===== src/rtl/aqss_pkg.sv =====
// ----------------------------------------------------------------------------
// aqss_pkg
// Shared constants, operation and status codes, and divider interface types
// for the array queue with search and statistics.
// ----------------------------------------------------------------------------
package aqss_pkg;

  localparam int DEPTH = 32;
  localparam int AW    = (DEPTH > 1) ? $clog2(DEPTH) : 1;
  localparam int CW    = $clog2(DEPTH + 1);
  localparam int SUMW  = 32 + $clog2(DEPTH);
  localparam int DW    = SUMW + 8;

  localparam logic [2:0] OP_ENQ   = 3'd0;
  localparam logic [2:0] OP_DEQ   = 3'd1;
  localparam logic [2:0] OP_FIND  = 3'd2;
  localparam logic [2:0] OP_EDIT  = 3'd3;
  localparam logic [2:0] OP_CLEAR = 3'd4;
  localparam logic [2:0] OP_STATS = 3'd5;

  localparam logic [2:0] ST_OK       = 3'd0;
  localparam logic [2:0] ST_EMPTY    = 3'd1;
  localparam logic [2:0] ST_FULL     = 3'd2;
  localparam logic [2:0] ST_NOTFOUND = 3'd3;
  localparam logic [2:0] ST_RANGE    = 3'd4;

  typedef struct packed {
    logic          start;
    logic [DW-1:0] dividend;
    logic [CW-1:0] divisor;
  } div_req_t;

  typedef struct packed {
    logic          done;
    logic [DW-1:0] quotient;
  } div_rsp_t;

endpackage


===== src/rtl/aqss_div.sv =====
// ----------------------------------------------------------------------------
// aqss_div
// Restoring unsigned divider, one quotient bit per cycle.
// ----------------------------------------------------------------------------
module aqss_div
  import aqss_pkg::*;
(
  input  logic     clk,
  input  logic     rst_n,
  input  div_req_t req,
  output div_rsp_t rsp
);

  localparam int NW = $clog2(DW + 1);

  logic          busy_r, busy_nxt;
  logic          done_r, done_nxt;
  logic [NW-1:0] cnt_r, cnt_nxt;
  logic [DW-1:0] q_r, q_nxt;
  logic [CW-1:0] dvs_r, dvs_nxt;
  logic [CW:0]   rem_r, rem_nxt;
  logic [CW:0]   rem_sh;
  logic [CW:0]   diff;

  always_comb begin
    rem_sh   = {rem_r[CW-1:0], q_r[DW-1]};
    diff     = rem_sh - {1'b0, dvs_r};
    busy_nxt = busy_r;
    done_nxt = 1'b0;
    cnt_nxt  = cnt_r;
    q_nxt    = q_r;
    dvs_nxt  = dvs_r;
    rem_nxt  = rem_r;
    if (req.start) begin
      busy_nxt = 1'b1;
      cnt_nxt  = NW'(DW);
      q_nxt    = req.dividend;
      dvs_nxt  = req.divisor;
      rem_nxt  = '0;
    end else if (busy_r) begin
      if (rem_sh >= {1'b0, dvs_r}) begin
        rem_nxt = diff;
        q_nxt   = {q_r[DW-2:0], 1'b1};
      end else begin
        rem_nxt = rem_sh;
        q_nxt   = {q_r[DW-2:0], 1'b0};
      end
      cnt_nxt = cnt_r - 1'b1;
      if (cnt_r == NW'(1)) begin
        busy_nxt = 1'b0;
        done_nxt = 1'b1;
      end
    end
  end

  always_ff @(posedge clk) begin
    if (!rst_n) begin
      busy_r <= 1'b0;
      done_r <= 1'b0;
      cnt_r  <= '0;
    end else begin
      busy_r <= busy_nxt;
      done_r <= done_nxt;
      cnt_r  <= cnt_nxt;
    end
    q_r   <= q_nxt;
    dvs_r <= dvs_nxt;
    rem_r <= rem_nxt;
  end

  assign rsp.done     = done_r;
  assign rsp.quotient = q_r;

endmodule


===== src/rtl/array_queue_with_search_and_stats.sv =====
// ----------------------------------------------------------------------------
// array_queue_with_search_and_stats
// Circular-buffer FIFO of signed words with find, edit, clear and statistics.
// ----------------------------------------------------------------------------
// Usage: one input item (in_valid/in_ready) carries one operation; exactly one
// result item (out_valid/out_ready) comes back per input item, in order.
// in_ready is high only while the sequencer is idle, so one item is worked at
// a time. Enqueue, edit, clear, unused codes and any empty case go from the
// execute step straight to the result; dequeue reads the front entry, find
// scans the held entries, and statistics scans them and then divides (the
// dividend is DW = 45 bits wide at depth 32).
// The scan reads one entry per cycle through the single read port of the
// entry memory; the average comes from a one-bit-per-cycle divider.
// The result sits in an output register; while the receiver stalls the next
// item may be accepted and worked, and it waits at the end for the register.
// Reset empties the queue (front and count to zero) and drops any result in
// flight. Entry storage is not cleared; only written entries are ever read.
// ----------------------------------------------------------------------------
module array_queue_with_search_and_stats
  import aqss_pkg::*;
(
  input  logic               clk,
  input  logic               rst_n,
  input  logic               in_valid,
  output logic               in_ready,
  input  logic [2:0]         in_operation,
  input  logic signed [31:0] in_value,
  input  logic [4:0]         in_index,
  output logic               out_valid,
  input  logic               out_ready,
  output logic [2:0]         out_status,
  output logic signed [31:0] out_word,
  output logic [4:0]         out_position,
  output logic [5:0]         out_occupancy,
  output logic signed [36:0] out_total,
  output logic signed [31:0] out_largest,
  output logic signed [31:0] out_smallest,
  output logic signed [39:0] out_average_q8
);

  localparam int SW = CW + 1;

  localparam logic [2:0] S_IDLE = 3'd0;
  localparam logic [2:0] S_EXEC = 3'd1;
  localparam logic [2:0] S_SCAN = 3'd2;
  localparam logic [2:0] S_DIV  = 3'd3;
  localparam logic [2:0] S_DONE = 3'd4;

  logic [2:0]             st_r, st_nxt;
  logic [2:0]             op_r, op_nxt;
  logic [31:0]            val_r, val_nxt;
  logic [4:0]             idx_r, idx_nxt;
  logic [AW-1:0]          front_r, front_nxt;
  logic [CW-1:0]          count_r, count_nxt;
  logic [CW-1:0]          k_r, k_nxt;
  logic [CW-1:0]          len_r, len_nxt;
  logic                   rd_vld_r, rd_vld_nxt;
  logic [AW-1:0]          rd_idx_r, rd_idx_nxt;
  logic [31:0]            rd_data_r;
  logic                   found_r, found_nxt;
  logic                   neg_r, neg_nxt;
  logic [2:0]             sts_r, sts_nxt;
  logic [31:0]            word_r, word_nxt;
  logic [4:0]             pos_r, pos_nxt;
  logic signed [SUMW-1:0] sum_r, sum_nxt;
  logic signed [31:0]     mx_r, mx_nxt;
  logic signed [31:0]     mn_r, mn_nxt;
  logic signed [39:0]     avg_r, avg_nxt;
  logic                   out_valid_r, out_valid_nxt;
  logic                   load;

  logic [31:0]            mem [DEPTH];
  logic                   we;
  logic [AW-1:0]          wa;
  logic [AW-1:0]          ra;
  logic signed [31:0]     e;
  logic [SUMW-1:0]        mag;
  logic signed [DW:0]     qs;
  div_req_t               div_req;
  div_rsp_t               div_rsp;

  function automatic logic [AW-1:0] slot(input logic [AW-1:0] base,
                                         input logic [CW-1:0] off);
    logic [SW-1:0] s;
    s = SW'(base) + SW'(off);
    if (s >= SW'(DEPTH)) s = s - SW'(DEPTH);
    return AW'(s);
  endfunction

  assign e   = signed'(rd_data_r);
  assign mag = sum_r[SUMW-1] ? unsigned'(-sum_r) : unsigned'(sum_r);
  assign qs  = signed'({1'b0, div_rsp.quotient});
  assign ra  = slot(front_r, k_r);

  assign in_ready = (st_r == S_IDLE);

  always_comb begin
    st_nxt        = st_r;
    op_nxt        = op_r;
    val_nxt       = val_r;
    idx_nxt       = idx_r;
    front_nxt     = front_r;
    count_nxt     = count_r;
    k_nxt         = k_r;
    len_nxt       = len_r;
    rd_vld_nxt    = rd_vld_r;
    rd_idx_nxt    = rd_idx_r;
    found_nxt     = found_r;
    neg_nxt       = neg_r;
    sts_nxt       = sts_r;
    word_nxt      = word_r;
    pos_nxt       = pos_r;
    sum_nxt       = sum_r;
    mx_nxt        = mx_r;
    mn_nxt        = mn_r;
    avg_nxt       = avg_r;
    we            = 1'b0;
    wa            = slot(front_r, count_r);
    div_req.start    = 1'b0;
    div_req.dividend = {mag, 8'd0};
    div_req.divisor  = count_r;
    load          = 1'b0;

    case (st_r)
      S_IDLE: begin
        if (in_valid) begin
          op_nxt  = in_operation;
          val_nxt = in_value;
          idx_nxt = in_index;
          st_nxt  = S_EXEC;
        end
      end
      S_EXEC: begin
        sts_nxt    = ST_OK;
        word_nxt   = '0;
        pos_nxt    = '0;
        sum_nxt    = '0;
        mx_nxt     = '0;
        mn_nxt     = '0;
        avg_nxt    = '0;
        found_nxt  = 1'b0;
        k_nxt      = '0;
        rd_vld_nxt = 1'b0;
        len_nxt    = count_r;
        st_nxt     = S_DONE;
        case (op_r)
          OP_ENQ: begin
            if (count_r >= CW'(DEPTH)) begin
              sts_nxt = ST_FULL;
            end else begin
              we        = 1'b1;
              count_nxt = count_r + 1'b1;
            end
          end
          OP_DEQ: begin
            if (count_r == '0) begin
              sts_nxt = ST_EMPTY;
            end else begin
              len_nxt = CW'(1);
              st_nxt  = S_SCAN;
            end
          end
          OP_FIND, OP_STATS: begin
            if (count_r == '0) sts_nxt = ST_EMPTY;
            else st_nxt = S_SCAN;
          end
          OP_EDIT: begin
            if (count_r == '0) begin
              sts_nxt = ST_EMPTY;
            end else if (32'(idx_r) >= 32'(count_r)) begin
              sts_nxt = ST_RANGE;
            end else begin
              we = 1'b1;
              wa = slot(front_r, CW'(idx_r));
            end
          end
          OP_CLEAR: begin
            front_nxt = '0;
            count_nxt = '0;
          end
          default: ;
        endcase
      end
      S_SCAN: begin
        // read of entry k issues here, its data is handled in the following cycle
        rd_vld_nxt = 1'b0;
        if (k_r < len_r) begin
          rd_vld_nxt = 1'b1;
          rd_idx_nxt = AW'(k_r);
          k_nxt      = k_r + 1'b1;
        end
        if (rd_vld_r) begin
          if (rd_idx_r == '0) begin
            word_nxt = rd_data_r;
            mx_nxt   = e;
            mn_nxt   = e;
          end else begin
            if (e > mx_r) mx_nxt = e;
            if (e < mn_r) mn_nxt = e;
          end
          sum_nxt = sum_r + SUMW'(e);
          if (!found_r && rd_data_r == val_r) begin
            found_nxt = 1'b1;
            pos_nxt   = 5'(rd_idx_r);
          end
        end
        if (k_r == len_r && !rd_vld_r) begin
          case (op_r)
            OP_DEQ: begin
              front_nxt = slot(front_r, CW'(1));
              count_nxt = count_r - 1'b1;
              pos_nxt   = '0;
              sum_nxt   = '0;
              mx_nxt    = '0;
              mn_nxt    = '0;
              st_nxt    = S_DONE;
            end
            OP_FIND: begin
              sts_nxt  = found_r ? ST_OK : ST_NOTFOUND;
              word_nxt = '0;
              sum_nxt  = '0;
              mx_nxt   = '0;
              mn_nxt   = '0;
              st_nxt   = S_DONE;
            end
            default: begin
              word_nxt      = '0;
              pos_nxt       = '0;
              neg_nxt       = sum_r[SUMW-1];
              div_req.start = 1'b1;
              st_nxt        = S_DIV;
            end
          endcase
        end
      end
      S_DIV: begin
        if (div_rsp.done) begin
          avg_nxt = neg_r ? 40'(-qs) : 40'(qs);
          st_nxt  = S_DONE;
        end
      end
      S_DONE: begin
        if (!out_valid_r || out_ready) begin
          load   = 1'b1;
          st_nxt = S_IDLE;
        end
      end
      default: st_nxt = S_IDLE;
    endcase

    out_valid_nxt = out_valid_r && !out_ready;
    if (load) out_valid_nxt = 1'b1;
  end

  always_ff @(posedge clk) begin
    if (we) mem[wa] <= val_r;
    rd_data_r <= mem[ra];
  end

  always_ff @(posedge clk) begin
    if (!rst_n) begin
      st_r        <= S_IDLE;
      front_r     <= '0;
      count_r     <= '0;
      rd_vld_r    <= 1'b0;
      out_valid_r <= 1'b0;
    end else begin
      st_r        <= st_nxt;
      front_r     <= front_nxt;
      count_r     <= count_nxt;
      rd_vld_r    <= rd_vld_nxt;
      out_valid_r <= out_valid_nxt;
    end
    op_r     <= op_nxt;
    val_r    <= val_nxt;
    idx_r    <= idx_nxt;
    k_r      <= k_nxt;
    len_r    <= len_nxt;
    rd_idx_r <= rd_idx_nxt;
    found_r  <= found_nxt;
    neg_r    <= neg_nxt;
    sts_r    <= sts_nxt;
    word_r   <= word_nxt;
    pos_r    <= pos_nxt;
    sum_r    <= sum_nxt;
    mx_r     <= mx_nxt;
    mn_r     <= mn_nxt;
    avg_r    <= avg_nxt;
    if (load) begin
      out_status     <= sts_r;
      out_word       <= signed'(word_r);
      out_position   <= pos_r;
      out_occupancy  <= 6'(count_r);
      out_total      <= 37'(sum_r);
      out_largest    <= mx_r;
      out_smallest   <= mn_r;
      out_average_q8 <= avg_r;
    end
  end

  assign out_valid = out_valid_r;

  aqss_div u_div (
    .clk   (clk),
    .rst_n (rst_n),
    .req   (div_req),
    .rsp   (div_rsp)
  );

  a_occ_bound: assert property (@(posedge clk) disable iff (!rst_n)
    count_r <= CW'(DEPTH))
    else $error("occupancy beyond depth");

  a_one_at_a_time: assert property (@(posedge clk) disable iff (!rst_n)
    (in_valid && in_ready) |=> !in_ready)
    else $error("item accepted while busy");

  a_div_from_scan: assert property (@(posedge clk) disable iff (!rst_n)
    div_req.start |-> (st_r == S_SCAN && op_r == OP_STATS))
    else $error("divider started outside statistics scan");

  a_min_le_max: assert property (@(posedge clk) disable iff (!rst_n)
    out_valid_r |-> (out_smallest <= out_largest))
    else $error("smallest above largest");

  a_empty_occ: assert property (@(posedge clk) disable iff (!rst_n)
    (out_valid_r && out_status == ST_EMPTY) |-> (out_occupancy == 6'd0))
    else $error("empty status with entries held");

  a_full_occ: assert property (@(posedge clk) disable iff (!rst_n)
    (out_valid_r && out_status == ST_FULL) |-> (out_occupancy == 6'(DEPTH)))
    else $error("full status below depth");

endmodule

===== config.mk =====
export PLATFORM = sky130hd
export DESIGN_NAME = array_queue_with_search_and_stats
export DESIGN_NICKNAME = d
export VERILOG_FILES = /design/src/rtl/aqss_pkg.sv /design/src/rtl/aqss_div.sv /design/src/rtl/array_queue_with_search_and_stats.sv
export SDC_FILE = /design/constraint.sdc
export NUM_CORES = 2
export LEC_CHECK = 0
export BUFFER_PORTS_ARGS = -buffer_cell sky130_fd_sc_hd__buf_2
export CAP_MARGIN = 0
export CORE_MARGIN = 8
export CORE_UTILIZATION = 48
export DETAILED_ROUTE_END_ITERATION = 16
export REMOVE_ABC_BUFFERS = 1
export SLEW_MARGIN = 15
export SYNTH_ARGS = -nofsm -noshare
export SYNTH_HDL_FRONTEND = slang
export SYNTH_SLANG_ARGS = --single-unit
export TNS_END_PERCENT = 1

===== constraint.sdc =====
create_clock -name clk -period 11.9 [get_ports clk]
set_clock_uncertainty 0.05 [all_clocks]
set_input_delay 3.57 -clock clk [delete_from_list [all_inputs] [get_ports clk]]
set_output_delay 3.57 -clock clk [all_outputs]
set_load 0.02 [all_outputs]

== Yosys cells after proc, flatten, opt, wreduce, memory -nomap -nowiden ==
Memory sizes are Yosys's and may differ from the RTL's. A register that Yosys moved wholly into a read port is not among the register bits.
Cells that the tools add are included.
Storage, ports and cells
  register bits: 508
  memory bits (writable): 1024
  memories: 1
Cells by class
  add/sub/neg operators: 16
  $lt $le $gt $ge: 10
  equal/unequal tests: 24
  multiplexer cells: 96
  bitwise operators: 3
  reductions and logical operators: 29
Memory list
  mem: words 32, width 32, rd ports 1, clocked after Yosys merged registers in 1, wr ports 1, line array_queue_with_search_and_stats.sv:72  | logic [31:0] mem [DEPTH];
Operators with widths (number)
  two-way mux 32 bit: 14
  one-hot mux 32 bit (2 select lines): 3
  two-way mux 37 bit: 4
  two-way mux 45 bit: 2
  two-way mux 40 bit: 2
  one-hot mux 40 bit (2 select lines): 1
  two-way mux 5 bit: 15
  one-hot mux 37 bit (2 select lines): 1
  two-way mux 6 bit: 9
  negator 40 bit: 1
  adder 37 x 32 -> 37 bit: 1
  negator 37 bit: 1
  one-hot mux 6 bit (2 select lines): 3
  two-way mux 3 bit: 11
  == test 32 bit: 1
  > comparator 32 bit: 1
  < comparator 32 bit: 1
  two-way mux 1 bit: 21
  one-hot mux 5 bit (2 select lines): 2
  subtractor 5 x 1 -> 5 bit (second input constant): 4
  greater-or-equal comparator 6 bit (second input constant): 3
  != test 2 bit (second input constant): 8
  one-hot mux 3 bit (5 select lines): 1
  adder 5 x 6 -> 7 bit: 2
  35 further kinds: 66

== Depth between registers and ports, before layout ==
  depth after elaboration: 7
  mapped depth: 14
  gate-level depth less buffers: 13

== Modules after synthesis ==
Synthesis repeated with hierarchy kept, for this count alone.
Unflattened totals
  cell total of the unflattened synthesis: 4086
  area, all modules: 65514.1 µm²
Modules (own cells, without submodules)
  array_queue_with_search_and_stats: times used 1, cells each 3873, area each 62502.4 µm², sequential area each 44532.7 µm²
  aqss_div: times used 1, cells each 213, area each 3011.6 µm², sequential area each 1811.7 µm²

== Worst setup path before layout ==
No wires, ideal clock.
  path type: input-to-reg
  start: in out_ready
  end: reg out_average_q8[0], enable pin
  setup time: 571 ps
  arrival time: 7996 ps
  required time: 11279 ps
  slack: 3282 ps
  stages: 2
  path buffers: 0
  cells stage by stage: nand2b_1 and3_1
Between the ends
  longest elaborated chain between the ends: 3
Ends and longest elaborated chain
  start: declaration: line array_queue_with_search_and_stats.sv:30  | input logic out_ready,
  logical OR 1 bit: line array_queue_with_search_and_stats.sv:243  | if (!out_valid_r || out_ready) begin
  two-way mux 1 bit: line array_queue_with_search_and_stats.sv:243
  two-way mux 1 bit: line array_queue_with_search_and_stats.sv:124  | case (st_r)
  net load: line array_queue_with_search_and_stats.sv:70  | logic load;
  end signal: assignment: line array_queue_with_search_and_stats.sv:297  | out_average_q8 <= avg_r;
  end: declaration: line array_queue_with_search_and_stats.sv:38  | output logic signed [39:0] out_average_q8
The timed path passes the listed nets, and every way through them passes these cells.
A chain may end at the register's enable or synchronous reset.

== Worst setup path after layout ==
  start: reg st_r[2]
  end: out in_ready
Between the ends
  longest elaborated chain between the ends: 1
Ends and longest elaborated chain
  start: declaration: line array_queue_with_search_and_stats.sv:49  | logic [2:0] st_r, st_nxt;
  start signal: assignment: line array_queue_with_search_and_stats.sv:268  | st_r <= st_nxt;
  logical NOT 3 bit: line array_queue_with_search_and_stats.sv:95  | assign in_ready = (st_r == S_IDLE);
  end: declaration: line array_queue_with_search_and_stats.sv:25  | output logic in_ready,
No other way between the ends.

==> results.md <==
* Clk_lat worst skew at 0.78 ns
* Status: complete, no violations
* Wire length per cell at 25.2 um
* Tcrit/Tclk final at 46.3%
* Asr flop ratio synth at 0%
* Yosys cell types at 68
* WP data required at 8.28 ns
* Number of remaining DRC errors at 0
* Die width at 384 um
* Post-cts sizing count at 0
* Global route overflow at 0
* CTS tree: done
* Dpl ws at 6.21 ns
* Worst Tran Pin Value at 1.18 ns
* RSZ-0062 raised after global routing: no
* Via density at 5.71
* Pin count of the biggest net entering global routing at 147
* I/O Buffers at 232
* Number of enable flip-flop cells after synthesis at 1494
* YS warnings at 0
* Total wire length at 159000 um
* Worst Hold Class: flip-flop to flip-flop
* Leak at 25.4 nW
* Maximum VDD drop at 0.167 mV
* Post CTS Setup Buffer Count at 0
* Yosys reg bits at 1564
* Top cell type's share of synthesized area at 69.1%
* Ys flop type: edfxtp_1
* Non-Filler Instances at 6304
* Hold path depth at 0
* Crit start category: flip-flop
* Die H at 384 um
* Initial core utilization at 48.2%
* Die Area at 147000 sq um
* Worst EP arrival at 1.89 ns
* Placed insts at 6001
* Max FO, Critical Path at 8
* Layout cells sized above 1 at 20.0%
* Hold WS at 0.362 ns
* Avg Cell Area, Syn at 15.9 sq um
* Synth Cell Area at 64900 sq um
* Rows at 135
* Power per standard cell area at 191 nW/um^2
* Via count at 36009
* Drt pass-1 iters at 5
* Root Driver: clkbuf_16
* Core area at 135000 sq um
* Global-route wire length before repair at 237000 um
* Dominant cells by area after synthesis: edfxtp_1, mux4_2, nand2_1, ha_1, dfxtp_1
* # H-tree levels at 4
* Number of CTS-inserted buffers at 163
* Initial antenna violation count at 1
* Area Overhead vs Synth at 14.2%
* Vias in the first global route at 36309
* Total GRT Usage at 21.5%
* Max_slew headroom at 21.3%
* Seq/Total Area, Yosys at 71.3%
* Crit end category: output port
* Endpoints failing setup at 0
* Placed wire-length estimate at 94400 um
* Crit Path Class: flip-flop to output port
* Drt initial violations at 3109
* Max_cap viols at 0
* Hold buffer count at CTS at 0
* Period minus WS final at 5.51 ns
* Clock sink count at 1564
* Most frequent cells in the layout: edfxtp_1, nand2_1, mux4_2
* # IOs at 233
* Gate Count Post-Synth at 4075
* Slew Viols, Final at 0
* Nets at 4571
* Power, Total at 14.1 mW
* Clk slew on worst S/H paths at 0.06 ns
* FMAX at 182 MHz
* Yosys top cell by area: edfxtp_1
* Final Hold Fails at 0
* R2R cell count at 13
* Routability congestion estimate at 0.812
* Post-layout worst setup margin at 6.39 ns
* Final ANT Viol Nets at 0
* Most common cell after layout, fill and taps aside: edfxtp_1
* CTS max path bufs at 3
* Fill cells at 10719
* Final setup TNS at 0 ns
-- layer usage --
metal  wire length [um]  part of all wire [%]  up-vias  track usage, %
met5                  0                     0        -               0
met4               3690                   2.3        0            5.71
met3               9380                   5.9      222            3.28
met2              77300                    49     1075            35.7
met1              68600                    43    18439            29.8
li1                   -                     -    16273               -
-- worst paths after layout --
kind                                               from                      endpoint  slack (ns)
worst max-delay path               st_r[2]$_SDFFE_PN0P_                      in_ready        6.39
worst min-delay path            avg_r[12]$_SDFFCE_PP0P_  out_average_q8[12]$_DFFE_PP_        0.36
worst max register to register  count_r[1]$_SDFFE_PN0P_          mem[5][18]$_DFFE_PP_        7.10
worst min register to register  avg_r[12]$_SDFFCE_PP0P_  out_average_q8[12]$_DFFE_PP_        0.36
-- through the flow --
stage	utilization [%]	area, sq um
3_5_place_dp	51.0	68800
6_report	55.0	74100
3_3_place_gp	51.0	68800
5_1_grt	55.0	74100
4_1_cts	55.0	74100
2_1_floorplan	-	64200
-- cells by family (layout without fill, tap and decap cells) --
logic type	Yosys count	after routing	synth area share, %
DFF	1564	1564	71.3
xor gates and xnor gates	169	169	2.28
other	0	1	0
muxes	330	330	10.0
adders and majority gates	142	142	2.79
and+or+nand+nor	1093	1093	7.51
AOI/OAI and AO/OA	462	462	4.29
buffers and inverters	315	762	1.82
-- cells in the mapped netlist (28+ instances only) --
cell / number
nand3_1: 245
buf_1: 46
nand4_1: 28
nor2_1: 215
xor2_1: 100
dfxtp_1: 70
edfxtp_1: 1494
nand2_1: 474
a21oi_1: 111
o21ai_0: 165
a21o_1: 60
mux4_2: 256
mux2i_1: 74
clkbuf_1: 149
ha_1: 137
inv_1: 119
xnor2_1: 69
-- power by group --
part / switching, mW / internal, mW / total, mW / leakage (nW)
clock network: 2.10 / 2.95 / 5.05 / 2.59
logic: 1.45 / 1.05 / 2.51 / 8.66
registers: 0.295 / 6.27 / 6.57 / 14.2
total: 3.85 / 10.3 / 14.1 / 25.4
-- state kept, by name (all words and copies together) (netlist names), 37 cells and up --
register        flops
mem              1024
u_div.q_r          45
avg_r              40
out_average_q8     40
out_total          37
sum_r              37
-- area by class of cell --
| class | instances | area [sq um] | area share (%) |
|---|---|---|---|
| diodes | 1 | 2.50 | 0.00338 |
| flip-flops and latches | 1564 | 46300 | 62.4 |
| clock inverters | 66 | 692 | 0.933 |
| clock buffers | 236 | 4640 | 6.26 |
| repair buffers | 340 | 2010 | 2.71 |
| inverters | 120 | 450 | 0.608 |
| well taps | 1781 | 2230 | 3.01 |
| multi-input cells | 2196 | 17800 | 24.1 |
-- critical path: stages, from the launching register on --
cell and delay, ns:
dfxtp_1 0.39, nor3_1 0.46, buf_2 0.26
No activity file was read; power rests on OpenSTA's default activity.
